File: src/hw/rtl/bpop_pkg.sv
package bpop_pkg;

    // fraction bits of the rotation terms; the fine unit is 2^-(ROT_FRAC_BITS+1) lsb
    localparam int ROT_FRAC_BITS = 14;
    localparam int FINE_SHIFT    = ROT_FRAC_BITS + 1;

    localparam int COORD_W = 32;
    localparam int SIZE_W  = 31;
    localparam int ROT_W   = 16;

    localparam int PROD_W  = ROT_W + SIZE_W;
    localparam int SUM_W   = PROD_W + 2;
    localparam int DIFF_W  = COORD_W + 1;
    localparam int PEN_W   = SUM_W + 2;
    localparam int MAG_W   = PEN_W - 1;
    localparam int ROUND_W = MAG_W + 1 - FINE_SHIFT;
    localparam int SHIFT_W = 34;

    localparam int S_TDATA_W = 320;
    localparam int M_TDATA_W = 72;
    localparam int M_TUSER_W = 1;

    localparam int NUM_STAGES = 6;

    typedef struct packed {
        logic signed [COORD_W-1:0] x;
        logic signed [COORD_W-1:0] y;
        logic [SIZE_W-1:0]         width;
        logic [SIZE_W-1:0]         height;
        logic signed [ROT_W-1:0]   cs;
        logic signed [ROT_W-1:0]   sn;
    } box_t;

    typedef struct packed {
        logic [SUM_W-1:0]         ext_x;
        logic [SUM_W-1:0]         ext_y;
        logic signed [DIFF_W-1:0] dx;
        logic signed [DIFF_W-1:0] dy;
    } extent_t;

    typedef struct packed {
        logic load_prod;
        logic load_sum;
    } ext_ctrl_t;

    typedef struct packed {
        logic load_pen;
        logic load_pick;
        logic load_out;
    } sel_ctrl_t;

    // magnitude of a rotation term; the most negative code maps onto 2^(ROT_W-1)
    function automatic logic [ROT_W-1:0] rot_mag(input logic signed [ROT_W-1:0] v);
        return v[ROT_W-1] ? ROT_W'(-v) : ROT_W'(v);
    endfunction

endpackage

File: src/hw/rtl/bpop_select.sv
module bpop_select (
    input  logic                                aclk,
    input  bpop_pkg::sel_ctrl_t                 ctrl,
    input  bpop_pkg::extent_t                   ext,
    output logic                                overlap,
    output logic signed [bpop_pkg::SHIFT_W-1:0] shift_x,
    output logic signed [bpop_pkg::SHIFT_W-1:0] shift_y
);

    logic signed [bpop_pkg::PEN_W-1:0] dxs, dys, ex, ey;
    logic signed [bpop_pkg::PEN_W-1:0] pen_a_reg, pen_b_reg, pen_c_reg, pen_d_reg;
    logic signed [bpop_pkg::PEN_W-1:0] pen_a_next, pen_b_next, pen_c_next, pen_d_next;
    logic hit3_reg, hit3_next;

    logic [bpop_pkg::MAG_W-1:0] ma, mb, mc, md, m01, m23;
    logic pick_b, pick_d;
    logic [bpop_pkg::MAG_W-1:0] mag_reg, mag_next;
    logic hit4_reg, use_y_reg, neg_reg, use_y_next, neg_next;

    logic [bpop_pkg::MAG_W:0] rsum;
    logic [bpop_pkg::ROUND_W-1:0] rmag;
    logic signed [bpop_pkg::SHIFT_W-1:0] sval;
    logic overlap_reg;
    logic signed [bpop_pkg::SHIFT_W-1:0] shift_x_reg, shift_y_reg, shift_x_next, shift_y_next;

    // stage three: clearances a = -pen(-x), b = pen(+x), likewise c, d on y
    always_comb begin
        dxs = $signed(bpop_pkg::PEN_W'(ext.dx)) <<< bpop_pkg::FINE_SHIFT;
        dys = $signed(bpop_pkg::PEN_W'(ext.dy)) <<< bpop_pkg::FINE_SHIFT;
        ex  = $signed({2'b00, ext.ext_x});
        ey  = $signed({2'b00, ext.ext_y});
        pen_a_next = ex - dxs;
        pen_b_next = ex + dxs;
        pen_c_next = ey - dys;
        pen_d_next = ey + dys;
        // touching is a hit, so only a negative clearance separates the boxes
        hit3_next  = !pen_a_next[bpop_pkg::PEN_W-1] && !pen_b_next[bpop_pkg::PEN_W-1]
                  && !pen_c_next[bpop_pkg::PEN_W-1] && !pen_d_next[bpop_pkg::PEN_W-1];
    end

    always_ff @(posedge aclk) begin
        if (ctrl.load_pen) begin
            pen_a_reg <= pen_a_next;
            pen_b_reg <= pen_b_next;
            pen_c_reg <= pen_c_next;
            pen_d_reg <= pen_d_next;
            hit3_reg  <= hit3_next;
        end
    end

    // stage four: first smallest magnitude, earlier candidate wins a tie
    always_comb begin
        ma = pen_a_reg[bpop_pkg::MAG_W-1:0];
        mb = pen_b_reg[bpop_pkg::MAG_W-1:0];
        mc = pen_c_reg[bpop_pkg::MAG_W-1:0];
        md = pen_d_reg[bpop_pkg::MAG_W-1:0];
        pick_b = mb < ma;
        pick_d = md < mc;
        m01 = pick_b ? mb : ma;
        m23 = pick_d ? md : mc;
        use_y_next = m23 < m01;
        mag_next   = use_y_next ? m23 : m01;
        neg_next   = use_y_next ? !pick_d : !pick_b;
    end

    always_ff @(posedge aclk) begin
        if (ctrl.load_pick) begin
            mag_reg   <= mag_next;
            use_y_reg <= use_y_next;
            neg_reg   <= neg_next;
            hit4_reg  <= hit3_reg;
        end
    end

    // stage five: round to nearest, ties away from zero, then restore the sign
    always_comb begin
        rsum = {1'b0, mag_reg} + (bpop_pkg::MAG_W+1)'(1 << bpop_pkg::ROT_FRAC_BITS);
        rmag = rsum[bpop_pkg::MAG_W:bpop_pkg::FINE_SHIFT];
        sval = neg_reg ? -bpop_pkg::SHIFT_W'(rmag) : bpop_pkg::SHIFT_W'(rmag);
        shift_x_next = (hit4_reg && !use_y_reg) ? sval : '0;
        shift_y_next = (hit4_reg && use_y_reg) ? sval : '0;
    end

    always_ff @(posedge aclk) begin
        if (ctrl.load_out) begin
            overlap_reg <= hit4_reg;
            shift_x_reg <= shift_x_next;
            shift_y_reg <= shift_y_next;
        end
    end

    assign overlap = overlap_reg;
    assign shift_x = shift_x_reg;
    assign shift_y = shift_y_reg;

endmodule

File: config.mk
export PLATFORM = sky130hd
export DESIGN_NAME = bpop_select
export DESIGN_NICKNAME = d
export VERILOG_FILES = /design/src/hw/rtl/bpop_pkg.sv /design/src/hw/rtl/bpop_select.sv
export SDC_FILE = /design/constraint.sdc
export NUM_CORES = 1
export LEC_CHECK = 0
export ABC_AREA = 0
export BUFFER_PORTS_ARGS = -buffer_cell sky130_fd_sc_hd__buf_2
export CORE_ASPECT_RATIO = 1.4
export CORE_UTILIZATION = 30
export CTS_CLUSTER_DIAMETER = 60
export CTS_CLUSTER_SIZE = 10
export DETAILED_ROUTE_END_ITERATION = 10
export PLACE_DENSITY_LB_ADDON = 0.15
export SLEW_MARGIN = 20
export SYNTH_ARGS = -nofsm -noshare
export SYNTH_HDL_FRONTEND = slang
export SYNTH_SLANG_ARGS = --single-unit
File: constraint.sdc
create_clock -name aclk -period 14.7 [get_ports aclk]
set_input_delay 1.47 -clock aclk [delete_from_list [all_inputs] [get_ports aclk]]
set_output_delay 1.47 -clock aclk [all_outputs]
set_load 0.01 [all_outputs]
==> flow_summary.json, run 1 <==
{
  "utilization_pct": 34.8,
  "crit_arrival_ps": 6590,
  "crit_family": "compound AO/OA/AOI/OAI gates",
  "ys_top_cells_by_area": "edfxtp_1, ha_1, xnor2_1, mux2i_1, inv_1",
  "core_mm2": 0.0714,
  "tightestPinTransition_ps": 941,
  "start_util_pct": 30.3,
  "hold_path.class": "register to register",
  "yosysMostFrequentCell": "edfxtp_1",
  "wl_per_cell_um": 17.2,
  "fin_cells": 3388,
  "worst_path_max_delay_cell": "buf_4",
  "p_sw_mw": 1.22,
  "antenna_found_initial": 0,
  "synth_edf_count": 276,
  "synthXorXnorAreaFrac_pct": 7.82,
  "die-area_mm2": 0.0732,
  "syn_avg_cell_area_um2": 9.68,
  "max_stage_delay_ps": 500,
  "grt_usage_pct": 15.6,
  "period_needed_ps": 6300,
  "synth_top_family_by_area": "adder cells",
  "io_pins": 237,
  "ys_warn_count": 0,
  "n_antenna_cell": 0,
  "grt_max_degree": 76,
  "fin_crit_sh_pct": 42.8,
  "drv_cap": 0,
  "p_int_mw": 2.15,
  "htreeDepth": 2,
  "r2r-end": "neg_reg",
  "clockBufferDepth": 3,
  "crit_path_start": "pen_d_reg[19]",
  "hold_path_depth": 0,
  "placed_cells": 3337,
  "ys_seq_area_share_pct": 38.3,
  "hold_viol": 0,
  "power.density_mw_per_mm2": 136,
  "max_freq_ghz": 0.159,
  "path_buf_inv": 3,
  "clk_pin_slew_ps": 50,
  "num-nets-final": 2863,
  "cp_data_required_time_ps": 15000,
  "drt_iter0_drc": 675,
  "cts_tree": "yes",
  "grt_first_pass_wirelength_um": 90400,
  "crit_chain": "ha_1, a21o_1, a21o_1, a21oi_1, o211ai_1, a221oi_1, o211ai_1, nand4_1, nand3_2, buf_4, mux2i_1, inv_1, ha_1, a21o_1, a21o_1, a21o_1, a21oi_1, nor2b_1, o21ai_0, nand2b_1, a311o_1, a31oi_4, buf_4, mux2_2",
  "ys_async_sr_fraction_pct": 0,
  "path_common_cell": "a21o_1",
  "postRouteAntennaNets": 0,
  "muxShareOfSynthArea_pct": 5.02,
  "hold_buffers": 0,
  "synth_compound_area_share_pct": 14.6,
  "crit_path_end_kind": "register",
  "relSlewSlack_pct": 37.3,
  "drcViolationCount": 0,
  "synthCells": 2233,
  "first_global_vias": 16780,
  "leakage_nw": 10.9,
  "synth_nets": 2664,
  "tns_ps": 0,
  "slew_viol_final": 0,
  "synthAdderAreaFrac_pct": 15.4,
  "cts_setup_buffers": 0,
  "yosysUniqueCellTypes": 80,
  "clkPwrFrac_pct": 24.8,
  "row_count": 116,
  "setup_violations": 0,
  "firstDrtPassIters": 5,
  "setup_ws_ps": 8400,
  "ys.flop_type": "edfxtp_1",
  "cts.root.buffer_cell": "clkbuf_16",
  "die_width_um": 229,
  "regToRegSetupSlack_ps": 8400,
  "status": "complete, no violations",
  "ir_worst_vdd_v": 0.0000650,
  "syn2layout_area_growth_pct": 14.9,
  "routabilityCongestion": 0.872,
  "synth-simple-area-share_pct": 12.6,
  "synth_top_area_share_pct": 38.3,
  "ctsResizeCount": 0,
  "yosysTopAreaCell": "edfxtp_1",
  "cts.sinks": 276,
  "drive_gt1_share_pct": 13.5,
  "power.share.combinational_pct": 39.0,
  "routed_wl_um": 58200,
  "grt_overflow": 0,
  "synth_seq_cells": 276,
  "dp_hpwl_um": 48000,
  "crit_end": "neg_reg",
  "critical_path_class": "register to register",
  "io_buffers": 236,
  "insertion_delay_ps": 550,
  "rsz0062_at_grt": "no",
  "vias": 16485,
  "seq_power_share_pct": 36.1,
  "cts_buffers": 37,
  "routed_via_density": 4.87,
  "crit_path_max_fanout": 29,
  "reg2reg_depth": 24,
  "die_h_um": 320,
  "switching_share_pct": 36.3,
  "crit_path_start_kind": "register",
  "ys_top_cells_by_count": "edfxtp_1, inv_1, ha_1",
  "r2r_start": "pen_d_reg[19]",
  "fin_skew_ps": 15.4,
  "crit_cells": 24,
  "synth.cell_area_mm2": 0.0216,
  "post-place-ws_ps": 8330
}
==> layout make-up <==
type	instances	area, um2
fill	7311	46600
multi-input combinational	1600	12000
sequential	276	8290
timing repair buffer	247	1270
tap	944	1180
inverter	270	1010
clock buffer	41	983
clock inverter	10	116
==> worst min-delay path by stage <==
stage               startpoint       end
floorplan             hit3_reg  hit4_reg
global placement      hit3_reg  hit4_reg
detailed placement    hit3_reg  hit4_reg
CTS                   hit3_reg  hit4_reg
global route          hit3_reg  hit4_reg
finish                hit3_reg  hit4_reg
==> cell families (layout without fill, tap and decap cells) <==
group,Yosys count,in the layout
mux,108,108
compound gates,492,492
xor+xnor,193,193
simple gates,544,544
fa+ha+maj,263,263
flops,276,276
buf+inv,357,568
==> metal layers <==
layer / up-vias / GRT usage [%] / share of wire [%] / routed length [um]
met4: 0 / 5.90 / 3.4 / 1990
met2: 349 / 29.3 / 52 / 30000
li1: 8323 / - / - / -
met3: 87 / 1.80 / 3.0 / 1750
met5: - / 0 / 0 / 0
met1: 7726 / 17.9 / 42 / 24500
==> power groups by stage <==
| stage | sequential (mW) | combinational (mW) | clock (mW) |
|---|---|---|---|
| 2_1_floorplan | 1.19 | 0.954 | 0 |
| 3_3_place_gp | 1.23 | 1.31 | 0 |
| 3_5_place_dp | 1.24 | 1.33 | 0 |
| 4_1_cts | 1.22 | 1.34 | 0.873 |
| 5_1_grt | 1.24 | 1.47 | 0.891 |
| 6_report | 1.22 | 1.32 | 0.836 |
==> stage by stage <==
| stage | area [um2] | hold slack [ps] | total power [mW] |
|---|---|---|---|
| floorplan | 21600 | 400 | 2.14 |
| global placement | 23700 | 411 | 2.55 |
| detailed placement | 23700 | 430 | 2.57 |
| CTS | 24800 | 442 | 3.43 |
| global route | 24800 | 447 | 3.61 |
| finish | 24800 | 438 | 3.37 |
==> cells in the final DEF, fill, tap and decap left out, types with 16 or more instances in the layout <==
| master | instances |
|---|---|
| a21o_1 | 57 |
| a21oi_1 | 171 |
| a31oi_1 | 24 |
| and3_1 | 17 |
| buf_2 | 235 |
| clkbuf_16 | 39 |
| edfxtp_1 | 276 |
| ha_1 | 259 |
| inv_1 | 267 |
| mux2i_1 | 104 |
| nand2_1 | 79 |
| nand2b_1 | 28 |
| nand3_1 | 38 |
| nand4_1 | 39 |
| nor2_1 | 204 |
| nor2b_1 | 26 |
| nor3_1 | 41 |
| o21a_1 | 16 |
| o21ai_0 | 77 |
| o21bai_1 | 37 |
| xnor2_1 | 154 |
| xor2_1 | 39 |
Power figures use the tool's default switching activity.
==> run 2, diff against run 1 <==
--- a/config.mk
+++ b/config.mk
@@ -5,7 +5,7 @@
 export SDC_FILE = /design/constraint.sdc
 export NUM_CORES = 1
 export LEC_CHECK = 0
-export ABC_AREA = 0
+export ABC_AREA = 1
 export BUFFER_PORTS_ARGS = -buffer_cell sky130_fd_sc_hd__buf_2
 export CORE_ASPECT_RATIO = 1.4
 export CORE_UTILIZATION = 30
==> constraint.sdc (replaced) <==
create_clock -name aclk -period 5.82 [get_ports aclk]
set_input_delay 0.582 -clock aclk [delete_from_list [all_inputs] [get_ports aclk]]
set_output_delay 0.582 -clock aclk [all_outputs]
set_load 0.01 [all_outputs]
==> run 2 against run 1 <==
First-iteration DRC count up 82%. Non-clock buffer count up 9. Clock skew is 13 ps higher. Via count rose by 32%. Global-route usage rose by 4.4 points. Combinational power grew to 3.5 times the previous value. Maximum frequency up 25%.
==> flow_summary.json, run 2 <==
{
  "fin_cells": 4543,
  "path_common_cell": "nand2_1",
  "final_common_cell": "nand2_1",
  "relSlewSlack_pct": 29.9,
  "crit_family": "simple AND/OR/NAND/NOR gates",
  "utilization_pct": 34.6,
  "critical_path_class": "register to register",
  "insertion_delay_ps": 550,
  "synth_top_family_by_area": "simple AND/OR/NAND/NOR gates",
  "num-nets-final": 3897,
  "die_width_um": 242,
  "ys_warn_count": 0,
  "ir_worst_vdd_v": 0.000199,
  "muxShareOfSynthArea_pct": 0,
  "seq_power_share_pct": 31.9,
  "filler_cell_count": 8756,
  "drt_iter0_drc": 1227,
  "cts_buffers": 38,
  "rsz0062_at_grt": "no",
  "postRouteAntennaNets": 0,
  "grt_max_degree": 148,
  "status": "complete, no violations",
  "ys_top_cells_by_area": "edfxtp_1, ha_1, nand2_1, inv_1, nor2_1",
  "hold_path.class": "primary input to register",
  "synthAdderAreaFrac_pct": 13.7,
  "power.share.combinational_pct": 46.7,
  "die-area_mm2": 0.0821,
  "cts_setup_buffers": 0,
  "core_mm2": 0.0802,
  "clockBufferDepth": 3,
  "placed_area_mm2": 0.0266,
  "synth-simple-area-share_pct": 25.9,
  "synth_seq_cells": 276,
  "crit_path_max_fanout": 24,
  "clkPwrFrac_pct": 21.4,
  "drcViolationCount": 0,
  "cts.sinks": 276,
  "synth_top_area_share_pct": 34.1,
  "yosysMostFrequentCell": "nand2_1",
  "p_sw_mw": 4.31,
  "tightestPinTransition_ps": 1050,
  "ctsResizeCount": 0,
  "cts.root.buffer_cell": "clkbuf_16",
  "slew_viol_final": 0,
  "grt_usage_pct": 20.0,
  "synthCells": 3264,
  "io_buffers": 236,
  "syn_avg_cell_area_um2": 7.44,
  "synth_compound_area_share_pct": 11.2,
  "fin_skew_ps": 28.6,
  "leakage_nw": 13.2,
  "drive_gt1_share_pct": 9.85,
  "fin_crit_sh_pct": 86.7,
  "grt_overflow": 0,
  "crit_path_end_kind": "register",
  "placed_cells": 4488,
  "switching_share_pct": 43.4,
  "synth.cell_area_mm2": 0.0243,
  "syn2layout_area_growth_pct": 14.1,
  "crit_path_start": "pen_b_reg[47]",
  "n_antenna_cell": 0,
  "grt_first_pass_wirelength_um": 126000,
  "worstHoldStart": "ext[123]",
  "max_stage_delay_ps": 630,
  "clk_pin_slew_ps": 60,
  "die_h_um": 339,
  "max_freq_ghz": 0.198,
  "wl_per_cell_um": 18.5,
  "ys_top_cells_by_count": "nand2_1, inv_1, nor2_1",
  "period_needed_ps": 5050,
  "firstDrtPassIters": 5,
  "antenna_found_initial": 0,
  "power.density_mw_per_mm2": 358,
  "synth_edf_count": 276,
  "crit_path_start_kind": "register",
  "first_global_vias": 21737,
  "ys_async_sr_fraction_pct": 0,
  "cp_data_required_time_ps": 6120,
  "yosysTopAreaCell": "edfxtp_1",
  "routabilityCongestion": 0.927,
  "ys_seq_area_share_pct": 34.1,
  "drv_cap": 0,
  "dp_hpwl_um": 71200,
  "path_buf_inv": 5,
  "synth_nets": 3695,
  "start_util_pct": 30.3,
  "cts_tree": "yes",
  "final_cell_area_mm2": 0.0277,
  "p_int_mw": 5.61,
  "tns_ps": 0,
  "routed_via_density": 4.79,
  "multiInputGateArea_mm2": 0.0136,
  "setup_violations": 0,
  "vias": 21739,
  "worst_path_max_delay_cell": "nor4_1",
  "regArea_mm2": 0.00829,
  "yosysUniqueCellTypes": 45,
  "io_pins": 237,
  "row_count": 123,
  "crit_arrival_ps": 5340,
  "hold_viol": 0,
  "routed_wl_um": 83900,
  "htreeDepth": 2,
  "synthXorXnorAreaFrac_pct": 5.30,
  "crit_chain": "ha_1, nand2_1, nor2_1, nand2_1, nor4_1, o21ai_2, nand3_1, buf_4, o21ai_0, ha_1, nand2_1, inv_1, nand4_1, nor3_1, nand3_1, nor2_1, nand2_1, nand2_1, buf_4, inv_1, buf_4, nand3_1, nand2_1",
  "ys.flop_type": "edfxtp_1",
  "final_cell_mix": "nand2_1, inv_1, nor2_1, edfxtp_1, ha_1",
  "hold_buffers": 0,
  "r2r_start": "pen_b_reg[47]"
}
## run 2: worst paths after layout
check / cells after the start / end / slack, ps
setup reg to reg: 23 / mag_reg[44] / 770
hold / removal: 1 / pen_a_reg[8] / 220
setup / recovery: 23 / mag_reg[44] / 770
hold reg to reg: 0 / hit4_reg / 420
## run 2: cell type report
class                           instances  area share (%)
Clock buffer                           41            3.47
Inverter                              535            7.25
Tap cell                             1062            4.79
Clock inverter                         14           0.519
Timing Repair Buffer                  256            4.87
Sequential cell                       276            29.9
Multi-Input combinational cell       2359            49.2
## run 2: metrics by stage
stage	setup slack (ps)	hold slack, ps	total power, mW
CTS	706	179	10.0
detailed placement	719	412	7.86
floorplan	1710	400	6.18
global route	342	182	10.7
finish	772	215	9.92
global placement	705	411	7.86
## run 2: power by group through the flow
stage	logic [mW]	registers (mW)	clock network, mW
floorplan	3.06	3.12	0
global placement	4.65	3.20	0
detailed placement	4.65	3.20	0
CTS	4.67	3.17	2.19
global route	5.22	3.22	2.25
finish	4.63	3.16	2.13
## run 2: per-layer routing
layer  up-vias  global-route usage (%)  share of wire (%)
met4         0                    9.84                5.3
met3       146                    1.73                3.0
met5         -                       0                  0
met2       493                    37.8                 52
li1      11164                       -                  -
met1      9936                    22.2                 40
## run 2: cell families (layout without fill, tap and decap cells)
kind of cell / Yosys count / after routing
AOI/OAI and AO/OA: 485 / 485
adders and majority gates: 263 / 263
DFF: 276 / 276
and+or+nand+nor: 1464 / 1464
buffers and inverters: 629 / 846
xor gates and xnor gates: 147 / 147
==> run 3, diff against run 2 <==
--- a/config.mk
+++ b/config.mk
@@ -12,6 +12,7 @@
 export CTS_CLUSTER_DIAMETER = 60
 export CTS_CLUSTER_SIZE = 10
 export DETAILED_ROUTE_END_ITERATION = 10
+export MAX_ROUTING_LAYER = met4
 export PLACE_DENSITY_LB_ADDON = 0.15
 export SLEW_MARGIN = 20
 export SYNTH_ARGS = -nofsm -noshare
==> run 3 against run 2 <==
Cell count hardly changed. Maximum frequency rose by 4.5%. Setup slack gained 220 ps. Non-clock buffer count decreased by 2. Via count is 0.20% higher. Die area is the same. Sequential share of layout area rose by 0.070 points. Combinational power barely moved. Critical endpoint is now mag_reg[14]. Largest power group unchanged.
==> flow_summary.json, run 3 (synthesis results as in run 2) <==
{
  "setup_violations": 0,
  "hold_buffers": 0,
  "switching_share_pct": 43.6,
  "grt_first_pass_wirelength_um": 127000,
  "firstDrtPassIters": 6,
  "io_pins": 237,
  "drcViolationCount": 0,
  "status": "complete, no violations",
  "drive_gt1_share_pct": 9.81,
  "p_sw_mw": 4.26,
  "final_cell_mix": "nand2_1, inv_1, nor2_1, edfxtp_1, ha_1",
  "fin_crit_sh_pct": 83.0,
  "reg2reg_depth": 21,
  "routed_via_density": 4.80,
  "drt_iter0_drc": 1285,
  "insertion_delay_ps": 550,
  "critical_path_class": "register to register",
  "relSlewSlack_pct": 25.7,
  "htreeDepth": 2,
  "leakage_nw": 13.2,
  "fin_skew_ps": 20.1,
  "die_h_um": 339,
  "row_count": 123,
  "cts_buffers": 37,
  "rsz0062_at_grt": "no",
  "power.density_mw_per_mm2": 354,
  "grt_overflow": 0,
  "crit_path_start_kind": "register",
  "filler_cell_count": 8696,
  "cts_setup_buffers": 0,
  "cts.sinks": 276,
  "dp_hpwl_um": 71400,
  "period_needed_ps": 4830,
  "grt_usage_pct": 20.8,
  "hold_path.class": "primary input to register",
  "core_mm2": 0.0802,
  "io_buffers": 236,
  "clkPwrFrac_pct": 20.5,
  "clockBufferDepth": 3,
  "antenna_found_initial": 0,
  "crit_arrival_ps": 5120,
  "ir_worst_vdd_v": 0.000209,
  "seq_power_share_pct": 32.4,
  "max_freq_ghz": 0.207,
  "ctsResizeCount": 0,
  "final_cell_area_mm2": 0.0277,
  "die_width_um": 242,
  "syn2layout_area_growth_pct": 13.9,
  "hold_path_depth": 1,
  "cp_data_required_time_ps": 6110,
  "num-nets-final": 3894,
  "cts.root.buffer_cell": "clkbuf_16",
  "drv_cap": 0,
  "final_common_cell": "nand2_1",
  "utilization_pct": 34.5,
  "n_antenna_cell": 0,
  "placed_cells": 4486,
  "routed_wl_um": 83600,
  "setup_ws_ps": 988,
  "vias": 21783,
  "first_global_vias": 22058,
  "tightestPinTransition_ps": 1110,
  "slew_viol_final": 0,
  "clk_pin_slew_ps": 60,
  "grt_max_degree": 156,
  "power.share.combinational_pct": 47.1,
  "wl_per_cell_um": 18.4,
  "placed_area_mm2": 0.0266,
  "postRouteAntennaNets": 0,
  "hold_viol": 0,
  "crit_path_end_kind": "register",
  "start_util_pct": 30.3,
  "p_int_mw": 5.52,
  "tns_ps": 0,
  "crit_path_max_fanout": 34,
  "post-place-ws_ps": 831,
  "die-area_mm2": 0.0821,
  "fin_cells": 4539,
  "cts_tree": "yes",
  "routabilityCongestion": 0.952
}
[run 3: final timing paths]
path	start	end	slack, ps
hold / removal	ext[126]	pen_a_reg[11]	220
setup reg to reg	pen_b_reg[49]	mag_reg[14]	990
hold reg to reg	hit3_reg	hit4_reg	420
setup / recovery	pen_b_reg[49]	mag_reg[14]	990
[run 3: worst max-delay path, cell delays in order (launching register included)]
cell	delay, ps
edfxtp_1	380
ha_1	310
nand2_1	90
nor2_1	210
nand2_1	80
nor4_1	480
o211ai_1	160
buf_4	280
nand3_1	150
buf_4	290
nand2_1	130
nand2_1	90
ha_1	240
a21oi_1	290
nand2_1	150
nor2_1	150
nand3_1	170
nand2_1	110
nand2_1	70
inv_1	360
buf_12	250
o21ai_0	100
[run 3: per-stage QoR]
stage / power [mW] / hold WS (ps)
after global routing: 10.6 / 186
after floorplan: 6.18 / 400
after detailed placement: 7.87 / 420
after CTS: 9.93 / 181
after global placement: 7.86 / 405
final: 9.78 / 222
[run 3: layout make-up]
class                      instances  area [um2]  share of cell area [%]
multi-input combinational       2359       13600                    49.3
sequential                       276        8290                    30.0
timing repair buffer             254        1350                    4.87
inverter                         535        2010                    7.26
tap                             1062        1330                    4.81
clock buffer                      41         962                    3.48
clock inverter                    12        81.3                   0.294
[run 3: power groups by stage]
| stage | logic (mW) | clock network [mW] | registers (mW) |
|---|---|---|---|
| global route | 5.22 | 2.14 | 3.22 |
| global placement | 4.65 | 0 | 3.21 |
| finish | 4.60 | 2.01 | 3.17 |
| floorplan | 3.06 | 0 | 3.12 |
| CTS | 4.67 | 2.08 | 3.18 |
| detailed placement | 4.65 | 0 | 3.22 |
[run 3: per-layer routing]
metal / vias to the layer above / GRT usage [%] / share of wire (%)
met5: - / - / 0
met4: 0 / 9.20 / 4.8
met3: 158 / 1.93 / 3.1
met2: 480 / 38.5 / 53
met1: 9997 / 22.2 / 40
li1: 11148 / - / -
